**src/sv/taylor_trig_polynomial_top_defines.svh**
```systemverilog
// Assertion macros for the Maclaurin series trig block.
// Used by the top level only; needs nothing else.
`ifndef TAYLOR_TRIG_POLYNOMIAL_TOP_DEFINES_SVH
`define TAYLOR_TRIG_POLYNOMIAL_TOP_DEFINES_SVH

// Same-cycle implication, off during reset.
`define TTP_ASSERT_IMPL(label, clk, rst_n, ante, cons, msg) \
    label: assert property (@(posedge clk) disable iff (!rst_n) (ante) |-> (cons)) \
        else $error(msg);

// Next-cycle implication, off during reset.
`define TTP_ASSERT_NEXT(label, clk, rst_n, ante, cons, msg) \
    label: assert property (@(posedge clk) disable iff (!rst_n) (ante) |=> (cons)) \
        else $error(msg);

`endif

```
**src/sv/ttp_pkg.sv**
```systemverilog
// Shared types, widths, codes and coefficient functions for the trig series block.
// No dependencies.
`default_nettype none

package ttp_pkg;

    // internal fixed point: Q30 with 32-bit angle
    localparam int FRAC      = 30;
    localparam int COEF_FRAC = 62;
    localparam int XW        = 32;          // internal angle width
    localparam int X2W       = 33;          // x squared magnitude, up to 4.0
    localparam int PW        = 48;          // power magnitude, up to 2^47
    localparam int PLO       = 32;          // low slice of power for p * x2
    localparam int CW        = 62;          // coefficient magnitude width
    localparam int PSPL      = 24;          // power slice for p * coef
    localparam int CSPL      = 31;          // coefficient slice for p * coef
    localparam int SUMW      = 48;          // signed accumulator width
    localparam int N_CELLS   = 8;           // terms after the leading one

    localparam logic [1:0] CMD_SIN  = 2'd0;
    localparam logic [1:0] CMD_COS  = 2'd1;
    localparam logic [1:0] CMD_TAN  = 2'd2;
    localparam logic [1:0] CMD_NONE = 2'd3;

    localparam logic [1:0] TM_FIVE  = 2'd0;
    localparam logic [1:0] TM_SEVEN = 2'd1;
    localparam logic [1:0] TM_NINE  = 2'd2;

    typedef struct packed {
        logic [1:0]             cmd;
        logic [1:0]             mode;
        logic [X2W-1:0]         x2;
        logic [PW-1:0]          pmag;
        logic                   psgn;
        logic signed [SUMW-1:0] acc;
    } t_beat;

    function automatic logic [3:0] term_count(input logic [1:0] mode);
        logic [3:0] n;
        case (mode)
            TM_FIVE:  n = 4'd5;
            TM_SEVEN: n = 4'd7;
            default:  n = 4'd9;
        endcase
        return n;
    endfunction

    function automatic logic [63:0] fact_odd(input logic [3:0] k);
        logic [63:0] v;
        case (k)
            4'd1:    v = 64'd6;
            4'd2:    v = 64'd120;
            4'd3:    v = 64'd5040;
            4'd4:    v = 64'd362880;
            4'd5:    v = 64'd39916800;
            4'd6:    v = 64'd6227020800;
            4'd7:    v = 64'd1307674368000;
            4'd8:    v = 64'd355687428096000;
            default: v = 64'd1;
        endcase
        return v;
    endfunction

    function automatic logic [63:0] fact_even(input logic [3:0] k);
        logic [63:0] v;
        case (k)
            4'd1:    v = 64'd2;
            4'd2:    v = 64'd24;
            4'd3:    v = 64'd720;
            4'd4:    v = 64'd40320;
            4'd5:    v = 64'd3628800;
            4'd6:    v = 64'd479001600;
            4'd7:    v = 64'd87178291200;
            4'd8:    v = 64'd20922789888000;
            default: v = 64'd1;
        endcase
        return v;
    endfunction

    function automatic logic [63:0] tan_num(input logic [3:0] k);
        logic [63:0] v;
        case (k)
            4'd1:    v = 64'd1;
            4'd2:    v = 64'd2;
            4'd3:    v = 64'd17;
            4'd4:    v = 64'd62;
            4'd5:    v = 64'd1382;
            4'd6:    v = 64'd21844;
            4'd7:    v = 64'd929569;
            4'd8:    v = 64'd6404582;
            default: v = 64'd1;
        endcase
        return v;
    endfunction

    function automatic logic [63:0] tan_den(input logic [3:0] k);
        logic [63:0] v;
        case (k)
            4'd1:    v = 64'd3;
            4'd2:    v = 64'd15;
            4'd3:    v = 64'd315;
            4'd4:    v = 64'd2835;
            4'd5:    v = 64'd155925;
            4'd6:    v = 64'd6081075;
            4'd7:    v = 64'd638512875;
            4'd8:    v = 64'd10854718875;
            default: v = 64'd1;
        endcase
        return v;
    endfunction

    // round(num * 2^62 / den), ties up, for num < den; elaboration-time only
    function automatic logic [63:0] coef_q62(input logic [63:0] num, input logic [63:0] den);
        logic [63:0] q;
        logic [63:0] r;
        q = '0;
        r = num;
        for (int i = 0; i < COEF_FRAC; i++) begin
            r = r << 1;
            q = q << 1;
            if (r >= den) begin
                r = r - den;
                q = q | 64'd1;
            end
        end
        r = r << 1;
        if (r >= den) begin
            q = q + 64'd1;
        end
        return q;
    endfunction

endpackage

`default_nettype wire

```
**src/sv/ttp_front.sv**
```systemverilog
// Front end: angle width conversion, x squared and the leading series term.
// Depends on ttp_pkg.
`default_nettype none

module ttp_front import ttp_pkg::*; #(
    parameter int DATA_WIDTH = 32
) (
    input  wire logic                  i_clk,
    input  wire logic                  i_rst_n,
    input  wire logic                  i_en,
    input  wire logic                  i_vld,
    input  wire logic [1:0]            i_cmd,
    input  wire logic [1:0]            i_mode,
    input  wire logic [DATA_WIDTH-1:0] i_angle,
    output t_beat                      o_beat,
    output logic                       o_vld
);

    localparam logic [63:0]            RND_SQ  = 64'd1 << (FRAC - 1);
    localparam logic [PW-1:0]          ONE_P   = PW'(1) << FRAC;
    localparam logic signed [SUMW-1:0] ONE_ACC = SUMW'(1) << FRAC;

    logic signed [XW-1:0] w_x;
    logic                 r_vld1;
    logic                 r_vld2;
    logic [1:0]           r_cmd;
    logic [1:0]           r_mode;
    logic signed [XW-1:0] r_x;
    logic [XW-1:0]        w_xmag;
    logic [63:0]          w_sq;
    t_beat                n_beat;
    t_beat                r_beat;

    generate
        if (DATA_WIDTH >= XW) begin : g_narrow
            logic signed [DATA_WIDTH-1:0] w_sh;
            // floor shift down to the internal Q30 word
            assign w_sh = $signed(i_angle) >>> (DATA_WIDTH - XW);
            assign w_x  = w_sh[XW-1:0];
        end else begin : g_widen
            assign w_x = {i_angle, {(XW - DATA_WIDTH){1'b0}}};
        end
    endgenerate

    always_ff @(posedge i_clk) begin
        if (!i_rst_n) begin
            r_vld1 <= 1'b0;
            r_vld2 <= 1'b0;
        end else if (i_en) begin
            r_vld1 <= i_vld;
            r_vld2 <= r_vld1;
        end
    end

    always_ff @(posedge i_clk) begin
        if (i_en) begin
            r_cmd  <= i_cmd;
            r_mode <= i_mode;
            r_x    <= w_x;
            r_beat <= n_beat;
        end
    end

    always_comb begin
        w_xmag = r_x[XW-1] ? XW'(-r_x) : XW'(r_x);
        w_sq   = (64'(w_xmag) * 64'(w_xmag)) + RND_SQ;
        n_beat.cmd  = r_cmd;
        n_beat.mode = r_mode;
        n_beat.x2   = w_sq[FRAC +: X2W];
        if (r_cmd == CMD_COS) begin
            n_beat.pmag = ONE_P;
            n_beat.psgn = 1'b0;
            n_beat.acc  = ONE_ACC;
        end else begin
            n_beat.pmag = PW'(w_xmag);
            n_beat.psgn = r_x[XW-1];
            n_beat.acc  = SUMW'(r_x);
        end
    end

    assign o_beat = r_beat;
    assign o_vld  = r_vld2;

endmodule

`default_nettype wire

```
**config.mk**
```make
export PLATFORM = sky130hd
export DESIGN_NAME = ttp_front
export DESIGN_NICKNAME = d
export VERILOG_FILES = /design/src/sv/taylor_trig_polynomial_top_defines.svh /design/src/sv/ttp_pkg.sv /design/src/sv/ttp_front.sv
export SDC_FILE = /design/constraint.sdc
export NUM_CORES = 2
export LEC_CHECK = 0
export BUFFER_PORTS_ARGS = -buffer_cell sky130_fd_sc_hd__buf_2
export CAP_MARGIN = 40
export CORE_AREA = 3 3 249 251
export CTS_BUF_LIST = sky130_fd_sc_hd__clkbuf_4
export CTS_CLUSTER_SIZE = 25
export DETAILED_ROUTE_END_ITERATION = 7
export DIE_AREA = 0 0 252 254
export PLACE_DENSITY = 0.75
export SYNTH_ARGS = -nofsm -noshare
export SYNTH_HDL_FRONTEND = slang
export SYNTH_SLANG_ARGS = --single-unit
```
**constraint.sdc**
```tcl
create_clock -name i_clk -period 9.7 [get_ports i_clk]
set_input_delay 0.485 -clock i_clk [delete_from_list [all_inputs] [get_ports i_clk]]
set_output_delay 0.485 -clock i_clk [all_outputs]
set_load 0.02 [all_outputs]
```
==> run summary <==
Root Driver - clkbuf_4
CP Capture Type - flip-flop
Die X - 252 um
Main synth FF type - edfxtp_1
Starting Density - 54.83%
Final antenna-violating net count - 0
Detailed placement HPWL - 74,040 um
FF-to-FF End - o_beat[116]
Share of cells above drive strength 1 - 12.99%
Yosys Warn Count - 0
Final min period - 9.446 ns
Mean Syn Cell Area - 9.982 um^2
RSZ-0062 raised after global routing - yes
RR Startpoint - r_x[15]
Post-route DRC - 0
Most used cell, CP - fa_1
First-pass GRT wire length - 143,800 um
Num CTS Buffers - 17
GPL Wtd Cong - 0.9734
CTS tree - done
Global router's overall resource usage - 30.01%
Slew headroom - 43.81%
Initial antenna violation count - 4
CTS sink cnt - 138
Vias in the first global route - 26,570
Total routed wirelength - 90,030 um
Kind of critical path - flip-flop to flip-flop
Number of I/O port buffers - 158
DR vias/cell - 5.297
Top post-synthesis cells by area - fa_1, edfxtp_1, inv_1
Setup Skew - 0.04558 ns
Register area share after synthesis - 12.51%
Detailed-route wire length per cell - 20.35 um
Number of synthesized flops with an enable pin - 136
Seq cells post-synth - 138
Worst skew pair latency - 0.76 ns
Post-layout util - 61.58%
Reg2Reg Setup Slack - 0.25 ns
H-tree depth - 4
Top-area cell type share of the netlist area - 48.94%
Die area - 64,010 um^2
Die Y - 254 um
Reg2reg path depth - 36
Number of hold violations in the final report - 0
Max Fclk - 0.1059 GHz
Crit path max fanout - 14
Worst Tran Pin Value - 0.8378 ns
Max clock buf depth - 2
Iter 0 DRT Violations - 1,545
Core ar. - 60,130 um^2
Pin count of the biggest net entering global routing - 73
Max-slew violations - 0
Area grow syn2layout - 12.31%
Max cap viols - 0
Netlist cell types - 64
Ports - 175
Period utilisation layout - 97.38%
Crit-path max cell delay - 0.60 ns
Critical path origin - r_x[15]
Type of origin of the critical path - flip-flop
Vias - 23,440
Synth area leader - fa_1
Mapped Area - 32,970 um^2
Final net count - 4,752
Hold Path Class - input pin to flip-flop
Count leader, synth - inv_1
Num rows - 90
Mapped Cells - 3,303
Hold WS - 0.1992 ns
WP data required - 10.20 ns
FFs w/ async S/R, synth - 0%
Crit-path slowest cell - or4_4
Post-synth top cells - inv_1, fa_1, nor2_1, ha_1, nand2_1
Final setup viols - 0
Outcome - complete, no violations
Detailed Routing Iterations Pass 1 - 5
Critical path destination - o_beat[116]
Clk pin slew, worst setup/hold paths - 0.14 ns
Grt ovf - 0
Crit path DAT - 9.94 ns
## worst min path at each step
stage / from / endpoint / depth (start not counted)
floorplan: r_mode[0] / o_beat[130] / 0
global placement: r_mode[0] / o_beat[130] / 0
finish: i_en / o_beat[124] / 1
CTS: i_en / o_beat[100] / 1
global route: i_en / o_beat[124] / 1
detailed placement: r_mode[0] / o_beat[130] / 0
## sequential cells by signal (all words and copies together) (netlist names)
register	count
r_cmd	2
r_vld1	1
o_vld	1
o_beat	100
r_x	32
r_mode	2
## cell families (layout without fill, tap and decap cells)
| family | count (synthesis) | after routing | synth area share (%) |
|---|---|---|---|
| buffers and inverters | 1153 | 1452 | 13.59 |
| muxes | 3 | 3 | 0.09487 |
| adders and majority gates | 1082 | 1082 | 59.41 |
| other | 2 | 43 | 0.02278 |
| DFF | 138 | 138 | 12.51 |
| AOI/OAI and AO/OA | 178 | 178 | 3.529 |
| and+or+nand+nor | 660 | 660 | 8.447 |
| xor gates and xnor gates | 87 | 87 | 2.391 |
## layer usage
layer / track usage, % / vias to the layer above / share of wire [%]
met1: 35.09 / 11880 / 35
met3: 5.823 / 356 / 8.0
met2: 52.24 / 1036 / 50
met5: 0 / - / 0.012
li1: - / 10170 / -
met4: 16.83 / 2 / 6.6
## through the flow
step / worst slack [ns] / cells / cell area [um^2] / setup TNS, ns
floorplan: 0.1819 / 3343 / 33120 / 0
global placement: -0.02802 / 4315 / 35640 / -0.02802
detailed placement: -0.3726 / 4317 / 35680 / -3.629
CTS: 0.0008651 / 4392 / 36390 / 0
global route: -0.08077 / 4425 / 37030 / -0.5331
finish: 0.2538 / 4425 / 37030 / 0
## repair_timing
action	4_1_cts	5_1_grt
hold endpoints to repair	38	0
setup buffers	6	32
pin swaps	1	41
gates resized for setup	8	82
hold buffers	38	0
setup endpoints to repair	18	22
gates cloned	0	0
## placed cells by master (no fill, tap or decap), drive strengths merged, types with 4 or more instances in the layout
cell,Yosys,routed
nor3,4,4
nor2,292,292
nand2b,12,12
buf,51,357
and2,32,32
o21ai,36,36
conb,2,42
a21oi,48,48
o211ai,4,4
o41ai,5,5
or4,4,4
a31oi,11,11
xnor2,56,56
ha,276,276
nand2,266,266
clkbuf,76,19
o31ai,6,6
nand4,16,16
a21o,38,38
nor2b,7,7
clkinv,7,8
edfxtp,136,136
xor2,31,31
fa,806,806
nand3,10,10
o21a,6,6
dlygate4sd3,0,38
inv,1019,1022
nor4,6,6
o21bai,4,4
clkinvlp,0,8
## layout make-up
type / instances / area (um^2)
antenna: 1 / 2.502
tap: 782 / 978.4
inverter: 1026 / 3869
sequential: 138 / 4124
timing repair buffer: 395 / 2858
multi-input combinational: 2052 / 24960
fill: 4905 / 23100
clock buffer: 19 / 142.6
clock inverter: 12 / 91.34
## worst max-delay path, delay by kind of cell, from the launching register on
family	cells	cell delay, ns
AOI/OAI and AO/OA	7	1.22
xor gates and xnor gates	2	0.32
adders and majority gates	9	4.37
buffers and inverters	10	0.99
DFF	1	0.42
and+or+nand+nor	8	1.85
Power is not shown: default switching activity piles up to over one toggle a cycle in this logic, so the estimate is an artifact.
