===== src/sv/taylor_trig_polynomial_top_defines.svh =====
// Assertion macros for the Maclaurin series trig block.
// Used by the top level only; needs nothing else.
`ifndef TAYLOR_TRIG_POLYNOMIAL_TOP_DEFINES_SVH
`define TAYLOR_TRIG_POLYNOMIAL_TOP_DEFINES_SVH

// Same-cycle implication, off during reset.
`define TTP_ASSERT_IMPL(label, clk, rst_n, ante, cons, msg) \
    label: assert property (@(posedge clk) disable iff (!rst_n) (ante) |-> (cons)) \
        else $error(msg);

// Next-cycle implication, off during reset.
`define TTP_ASSERT_NEXT(label, clk, rst_n, ante, cons, msg) \
    label: assert property (@(posedge clk) disable iff (!rst_n) (ante) |=> (cons)) \
        else $error(msg);

`endif


===== src/sv/ttp_pkg.sv =====
// Shared types, widths, codes and coefficient functions for the trig series block.
// No dependencies.
`default_nettype none

package ttp_pkg;

    // internal fixed point: Q30 with 32-bit angle
    localparam int FRAC      = 30;
    localparam int COEF_FRAC = 62;
    localparam int XW        = 32;          // internal angle width
    localparam int X2W       = 33;          // x squared magnitude, up to 4.0
    localparam int PW        = 48;          // power magnitude, up to 2^47
    localparam int PLO       = 32;          // low slice of power for p * x2
    localparam int CW        = 62;          // coefficient magnitude width
    localparam int PSPL      = 24;          // power slice for p * coef
    localparam int CSPL      = 31;          // coefficient slice for p * coef
    localparam int SUMW      = 48;          // signed accumulator width
    localparam int N_CELLS   = 8;           // terms after the leading one

    localparam logic [1:0] CMD_SIN  = 2'd0;
    localparam logic [1:0] CMD_COS  = 2'd1;
    localparam logic [1:0] CMD_TAN  = 2'd2;
    localparam logic [1:0] CMD_NONE = 2'd3;

    localparam logic [1:0] TM_FIVE  = 2'd0;
    localparam logic [1:0] TM_SEVEN = 2'd1;
    localparam logic [1:0] TM_NINE  = 2'd2;

    typedef struct packed {
        logic [1:0]             cmd;
        logic [1:0]             mode;
        logic [X2W-1:0]         x2;
        logic [PW-1:0]          pmag;
        logic                   psgn;
        logic signed [SUMW-1:0] acc;
    } t_beat;

    function automatic logic [3:0] term_count(input logic [1:0] mode);
        logic [3:0] n;
        case (mode)
            TM_FIVE:  n = 4'd5;
            TM_SEVEN: n = 4'd7;
            default:  n = 4'd9;
        endcase
        return n;
    endfunction

    function automatic logic [63:0] fact_odd(input logic [3:0] k);
        logic [63:0] v;
        case (k)
            4'd1:    v = 64'd6;
            4'd2:    v = 64'd120;
            4'd3:    v = 64'd5040;
            4'd4:    v = 64'd362880;
            4'd5:    v = 64'd39916800;
            4'd6:    v = 64'd6227020800;
            4'd7:    v = 64'd1307674368000;
            4'd8:    v = 64'd355687428096000;
            default: v = 64'd1;
        endcase
        return v;
    endfunction

    function automatic logic [63:0] fact_even(input logic [3:0] k);
        logic [63:0] v;
        case (k)
            4'd1:    v = 64'd2;
            4'd2:    v = 64'd24;
            4'd3:    v = 64'd720;
            4'd4:    v = 64'd40320;
            4'd5:    v = 64'd3628800;
            4'd6:    v = 64'd479001600;
            4'd7:    v = 64'd87178291200;
            4'd8:    v = 64'd20922789888000;
            default: v = 64'd1;
        endcase
        return v;
    endfunction

    function automatic logic [63:0] tan_num(input logic [3:0] k);
        logic [63:0] v;
        case (k)
            4'd1:    v = 64'd1;
            4'd2:    v = 64'd2;
            4'd3:    v = 64'd17;
            4'd4:    v = 64'd62;
            4'd5:    v = 64'd1382;
            4'd6:    v = 64'd21844;
            4'd7:    v = 64'd929569;
            4'd8:    v = 64'd6404582;
            default: v = 64'd1;
        endcase
        return v;
    endfunction

    function automatic logic [63:0] tan_den(input logic [3:0] k);
        logic [63:0] v;
        case (k)
            4'd1:    v = 64'd3;
            4'd2:    v = 64'd15;
            4'd3:    v = 64'd315;
            4'd4:    v = 64'd2835;
            4'd5:    v = 64'd155925;
            4'd6:    v = 64'd6081075;
            4'd7:    v = 64'd638512875;
            4'd8:    v = 64'd10854718875;
            default: v = 64'd1;
        endcase
        return v;
    endfunction

    // round(num * 2^62 / den), ties up, for num < den; elaboration-time only
    function automatic logic [63:0] coef_q62(input logic [63:0] num, input logic [63:0] den);
        logic [63:0] q;
        logic [63:0] r;
        q = '0;
        r = num;
        for (int i = 0; i < COEF_FRAC; i++) begin
            r = r << 1;
            q = q << 1;
            if (r >= den) begin
                r = r - den;
                q = q | 64'd1;
            end
        end
        r = r << 1;
        if (r >= den) begin
            q = q + 64'd1;
        end
        return q;
    endfunction

endpackage

`default_nettype wire


===== src/sv/ttp_back.sv =====
// Back end: convert the Q30 sum to the output width and saturate; no command gives zero.
// Depends on ttp_pkg.
`default_nettype none

module ttp_back import ttp_pkg::*; #(
    parameter int DATA_WIDTH = 32
) (
    input  wire logic                   i_clk,
    input  wire logic                   i_rst_n,
    input  wire logic                   i_en,
    input  wire logic                   i_vld,
    input  t_beat                       i_beat,
    output logic                        o_vld,
    output logic [DATA_WIDTH-1:0]       o_value,
    output logic                        o_ovf
);

    localparam logic [DATA_WIDTH-1:0] SAT_HI = {1'b0, {(DATA_WIDTH - 1){1'b1}}};
    localparam logic [DATA_WIDTH-1:0] SAT_LO = {1'b1, {(DATA_WIDTH - 1){1'b0}}};

    logic [DATA_WIDTH-1:0] w_val;
    logic                  w_ovf;
    logic                  w_in_range;
    logic                  w_neg;
    logic                  r_vld;
    logic [DATA_WIDTH-1:0] r_value;
    logic                  r_ovf;

    generate
        if (DATA_WIDTH >= XW) begin : g_scale_up
            logic [DATA_WIDTH-1:0] w_scaled;
            assign w_in_range = i_beat.acc[SUMW-1:XW-1] == {(SUMW - XW + 1){i_beat.acc[XW-1]}};
            assign w_neg      = i_beat.acc[SUMW-1];
            assign w_scaled   = DATA_WIDTH'($signed(i_beat.acc[XW-1:0])) << (DATA_WIDTH - XW);
            assign w_val      = w_scaled;
        end else begin : g_scale_down
            localparam int SH = XW - DATA_WIDTH;
            logic signed [SUMW-1:0] w_rnd;
            logic signed [SUMW-1:0] w_res;
            assign w_rnd      = i_beat.acc + (SUMW'(1) << (SH - 1));
            assign w_res      = w_rnd >>> SH;
            assign w_in_range = w_res[SUMW-1:DATA_WIDTH-1]
                                == {(SUMW - DATA_WIDTH + 1){w_res[DATA_WIDTH-1]}};
            assign w_neg      = w_res[SUMW-1];
            assign w_val      = w_res[DATA_WIDTH-1:0];
        end
    endgenerate

    assign w_ovf = !w_in_range && (i_beat.cmd != CMD_NONE);

    always_ff @(posedge i_clk) begin
        if (!i_rst_n) begin
            r_vld <= 1'b0;
        end else if (i_en) begin
            r_vld <= i_vld;
        end
    end

    always_ff @(posedge i_clk) begin
        if (i_en) begin
            r_ovf <= w_ovf;
            if (i_beat.cmd == CMD_NONE) begin
                r_value <= '0;
            end else if (!w_in_range) begin
                r_value <= w_neg ? SAT_LO : SAT_HI;
            end else begin
                r_value <= w_val;
            end
        end
    end

    assign o_vld   = r_vld;
    assign o_value = r_value;
    assign o_ovf   = r_ovf;

endmodule

`default_nettype wire


===== config.mk =====
export PLATFORM = sky130hd
export DESIGN_NAME = ttp_back
export DESIGN_NICKNAME = d
export VERILOG_FILES = /design/src/sv/taylor_trig_polynomial_top_defines.svh /design/src/sv/ttp_pkg.sv /design/src/sv/ttp_back.sv
export SDC_FILE = /design/constraint.sdc
export NUM_CORES = 1
export LEC_CHECK = 0
export BUFFER_PORTS_ARGS = -buffer_cell sky130_fd_sc_hd__buf_2
export CORE_ASPECT_RATIO = 1.5
export CORE_MARGIN = 3
export CORE_UTILIZATION = 32
export CTS_CLUSTER_DIAMETER = 80
export DETAILED_ROUTE_END_ITERATION = 16
export GPL_TIMING_DRIVEN = 0
export PLACE_DENSITY = 0.77
export RECOVER_POWER = 100
export SYNTH_ARGS = -nofsm -noshare
export SYNTH_HDL_FRONTEND = slang
export SYNTH_SLANG_ARGS = --single-unit

===== constraint.sdc =====
create_clock -name i_clk -period 2.02 [get_ports i_clk]
set_input_delay 0.404 -clock i_clk [delete_from_list [all_inputs] [get_ports i_clk]]
set_output_delay 0.404 -clock i_clk [all_outputs]
set_load 0.02 [all_outputs]

==> run_summary.xml <==
<?xml version="1.0" encoding="UTF-8"?>
<metrics>
  <group name="worst_setup_path">
    <metric name="critPathCaptureType" unit="">flop</metric>
    <metric name="worst-endpoint-required" unit="ns">2.15</metric>
    <metric name="critical_path.max_stage_delay" unit="ns">0.51</metric>
    <metric name="worst_setup_path_start_kind" unit="">input pin</metric>
    <metric name="r2r-start" unit="">o_vld</metric>
    <metric name="path_cells" unit="">buf_2, or4_1, nor4_1, o22a_2, buf_6, buf_12, mux2i_1</metric>
    <metric name="critical_path_class" unit="">input pin to flop</metric>
    <metric name="critical_path_buf_inv_count" unit="">3</metric>
    <metric name="timing.critical_path.arrival" unit="ns">1.95</metric>
    <metric name="critical_path.max_fanout" unit="">10</metric>
    <metric name="endpoint" unit="">o_value[0]</metric>
    <metric name="r2r.worst_path.cells" unit="">2</metric>
    <metric name="slowest_stage" unit="">or4_1</metric>
    <metric name="timing.critical_path.depth" unit="">7</metric>
    <metric name="worst_path_dominant_cell_family" unit="">simple AND/OR/NAND/NOR gates</metric>
    <metric name="reg2reg_to" unit="">o_vld</metric>
    <metric name="ff2ff_setup_slack" unit="ns">1.42</metric>
    <metric name="startpoint" unit="">i_beat[35]</metric>
  </group>
  <group name="detailed_routing">
    <metric name="detail_route.wirelength" unit="um">3790</metric>
    <metric name="antenna_violating_nets_left" unit="">0</metric>
    <metric name="drc_errors" unit="">0</metric>
    <metric name="wl_per_cell" unit="um">13.16</metric>
    <metric name="drt-vias-per-instance" unit="">4.510</metric>
    <metric name="first_pass_iters" unit="">4</metric>
    <metric name="route.vias.total" unit="">1299</metric>
    <metric name="drt_first_iter_violations" unit="">44</metric>
  </group>
  <group name="synth">
    <metric name="postSynthRegisterBits" unit="">34</metric>
    <metric name="yosys_warnings" unit="">0</metric>
    <metric name="synth-async-reset-ratio" unit="">0</metric>
    <metric name="synth_top_cells_by_count" unit="">34 x nand2_1, 33 x edfxtp_1, 32 x mux2i_1, 6 x clkbuf_1, 3 x buf_12</metric>
    <metric name="post_synth_instance_area" unit="mm^2">0.001665</metric>
    <metric name="synth-main-ff-cell" unit="">edfxtp_1</metric>
    <metric name="postSynthCellCount" unit="">127</metric>
    <metric name="syn-num-nets" unit="">265</metric>
    <metric name="syn_area_per_cell" unit="um^2">13.11</metric>
    <metric name="post-synth-top-area-cell" unit="">edfxtp_1</metric>
    <metric name="synth-edff-count" unit="">33</metric>
    <metric name="synth.distinct_cells" unit="">19</metric>
    <metric name="synthMostInstantiatedCell" unit="">nand2_1</metric>
    <metric name="ys_seq_area_frac" unit="">0.6071</metric>
    <metric name="synth_top_cells_by_area" unit="">edfxtp_1 60%, mux2i_1 19%, nand2_1 7.7%, buf_12 3.6%, clkbuf_1 1.4%</metric>
    <metric name="synth.top_cell.area_share" unit="">0.5950</metric>
  </group>
  <group name="cells_and_area">
    <metric name="post-route-util" unit="">0.4625</metric>
    <metric name="ff_latch_area" unit="mm^2">0.001011</metric>
    <metric name="final_net_count" unit="">359</metric>
    <metric name="syn_to_final_growth" unit="%">36.81</metric>
    <metric name="multi_input_logic_area" unit="um^2">560.5</metric>
    <metric name="insertedDiodeCount" unit="">0</metric>
    <metric name="layout-drive-gt1-share" unit="">0.3018</metric>
    <metric name="fillCellCount" unit="">519</metric>
    <metric name="post-route-cell-area" unit="mm^2">0.002278</metric>
  </group>
  <group name="global_route">
    <metric name="globalRoute.totalOverflow" unit="">0</metric>
    <metric name="grt_first_pass_wirelength" unit="um">5802</metric>
    <metric name="grt_max_degree" unit="">35</metric>
    <metric name="global_route.usage.total" unit="">0.1270</metric>
    <metric name="first_global_vias" unit="">1259</metric>
    <metric name="grt_antenna_before_repair" unit="">0</metric>
  </group>
  <group name="cts">
    <metric name="cts.sink_count" unit="">34</metric>
    <metric name="clk_pin_slew_worst_paths" unit="ns">0.07</metric>
    <metric name="number_of_cells_upsized_or_downsized_after_cts" unit="">0</metric>
    <metric name="ctsHtreeMaxLevel" unit="">2</metric>
    <metric name="root_buffer" unit="">clkbuf_8</metric>
    <metric name="cts.repair_timing.setup_buffer_count" unit="">0</metric>
    <metric name="cts.hold.buffers_added" unit="">0</metric>
    <metric name="cts_made_buffers" unit="">5</metric>
    <metric name="clock_insertion_delay_worst_skew" unit="ns">0.28</metric>
    <metric name="cts_tree" unit="">yes</metric>
    <metric name="max-clock-path-buffers" unit="">2</metric>
  </group>
  <group name="place">
    <metric name="port_buffers" unit="">87</metric>
    <metric name="gp_congestion" unit="">0.6729</metric>
    <metric name="pre_cts_slack" unit="ns">-0.1355</metric>
    <metric name="placedInstanceArea" unit="mm^2">0.002183</metric>
    <metric name="place.detailed.hpwl" unit="um">2782</metric>
  </group>
  <group name="die">
    <metric name="die_y" unit="um">94.36</metric>
    <metric name="floorplan.core_area" unit="mm^2">0.004926</metric>
    <metric name="io-pin-count" unit="">172</metric>
    <metric name="die_w" unit="um">64.90</metric>
    <metric name="core.rowCount" unit="">31</metric>
    <metric name="floorplan.initialDensity" unit="">0.3381</metric>
    <metric name="die-area" unit="mm^2">0.006124</metric>
  </group>
  <group name="run_status">
    <metric name="status" unit="">finished clean</metric>
  </group>
  <group name="timing">
    <metric name="setup_tns" unit="ns">0</metric>
    <metric name="final.setup.worst_slack" unit="ns">0.1964</metric>
    <metric name="worst_clock_skew" unit="ns">0</metric>
    <metric name="maxSlewViolCount" unit="">0</metric>
    <metric name="tightest_slew" unit="ns">0.8616</metric>
    <metric name="final_setup_violation_count" unit="">0</metric>
    <metric name="rsz0062_at_grt" unit="">false</metric>
    <metric name="max_freq" unit="GHz">0.5484</metric>
    <metric name="slew_headroom" unit="">0.4256</metric>
    <metric name="fin_crit" unit="ns">1.824</metric>
    <metric name="final-hold-violation-count" unit="">0</metric>
    <metric name="timing.final.crit_share" unit="">0.9028</metric>
  </group>
  <group name="power">
    <metric name="power-per-cell-area" unit="mW/mm^2">822.8</metric>
    <metric name="vdd_ir_drop_max" unit="V">0.0004862</metric>
    <metric name="power.leakage" unit="nW">0.8691</metric>
  </group>
  <group name="flow_run">
    <metric name="max_cap_violations" unit="">0</metric>
  </group>
  <group name="hold_path">
    <metric name="min-delay-path-class" unit="">input pin to flop</metric>
  </group>
</metrics>
-- cells by family after synthesis --
group	count (synthesis)	synth area share
AND/OR/NAND/NOR	49	0.1352
flip-flops	34	0.6071
multiplexers	32	0.1923
buffers and inverters	10	0.05635
AO/OA/AOI/OAI	2	0.009013
-- through the flow --
| step | cells | hold WS (ns) | power (mW) |
|---|---|---|---|
| 3_5_place_dp | 280 | 0.5134 | 1.147 |
| 4_1_cts | 288 | 0.3272 | 1.911 |
| 6_report | 288 | 0.3344 | 1.875 |
| 5_1_grt | 288 | 0.3616 | 1.954 |
| 3_3_place_gp | 280 | 0.4924 | 1.139 |
| 2_1_floorplan | 127 | 0.5165 | 1.011 |
-- how the worst min path moves through the flow --
| stage | from | end | slack (ns) | cells after the start |
|---|---|---|---|---|
| 4_1_cts | i_rst_n | o_vld | 0.33 | 2 |
| 5_1_grt | i_rst_n | o_vld | 0.36 | 2 |
| 2_1_floorplan | i_en | o_ovf | 0.52 | 0 |
| 3_5_place_dp | o_vld | o_vld | 0.51 | 2 |
| 6_report | i_rst_n | o_vld | 0.33 | 2 |
| 3_3_place_gp | o_vld | o_vld | 0.49 | 2 |
-- registers in the layout, summed over array words and instances (netlist names) --
| register | count |
|---|---|
| o_ovf | 1 |
| o_value | 32 |
| o_vld | 1 |
-- cell type report --
class                      instances  share of cell area
multi-input combinational         83              0.2460
timing repair buffer              87              0.1724
clock buffer                       5             0.03020
tap                               66             0.03624
clock inverter                     3             0.03020
buffer                            10             0.04119
sequential                        34              0.4437
-- power breakdown --
| part | switching (mW) | internal [mW] |
|---|---|---|
| clock | 0.266 | 0.495 |
| sequential | 0.0164 | 0.841 |
| combinational | 0.170 | 0.0869 |
| total | 0.452 | 1.42 |
-- metal layers --
metal | GRT usage | routed length [um] | vias up
met4 | 0.05467 | 50 | 0
li1 | - | - | 647
met1 | 0.1420 | 1553 | 585
met5 | 0 | 0 | -
met3 | 0.04762 | 347 | 5
met2 | 0.2143 | 1839 | 62
-- cell usage in the layout (no fill, tap or decap), types with 2 or more instances in the layout --
master	n
nand4_1	2
nand2_1	34
bufinv_16	2
clkbuf_8	5
nor3_1	2
or4_1	2
buf_12	3
or3_1	2
buf_2	52
nand3_1	2
edfxtp_1	33
mux2i_1	32
clkbuf_1	40
Note: power is estimated with default switching activity, not from simulation.
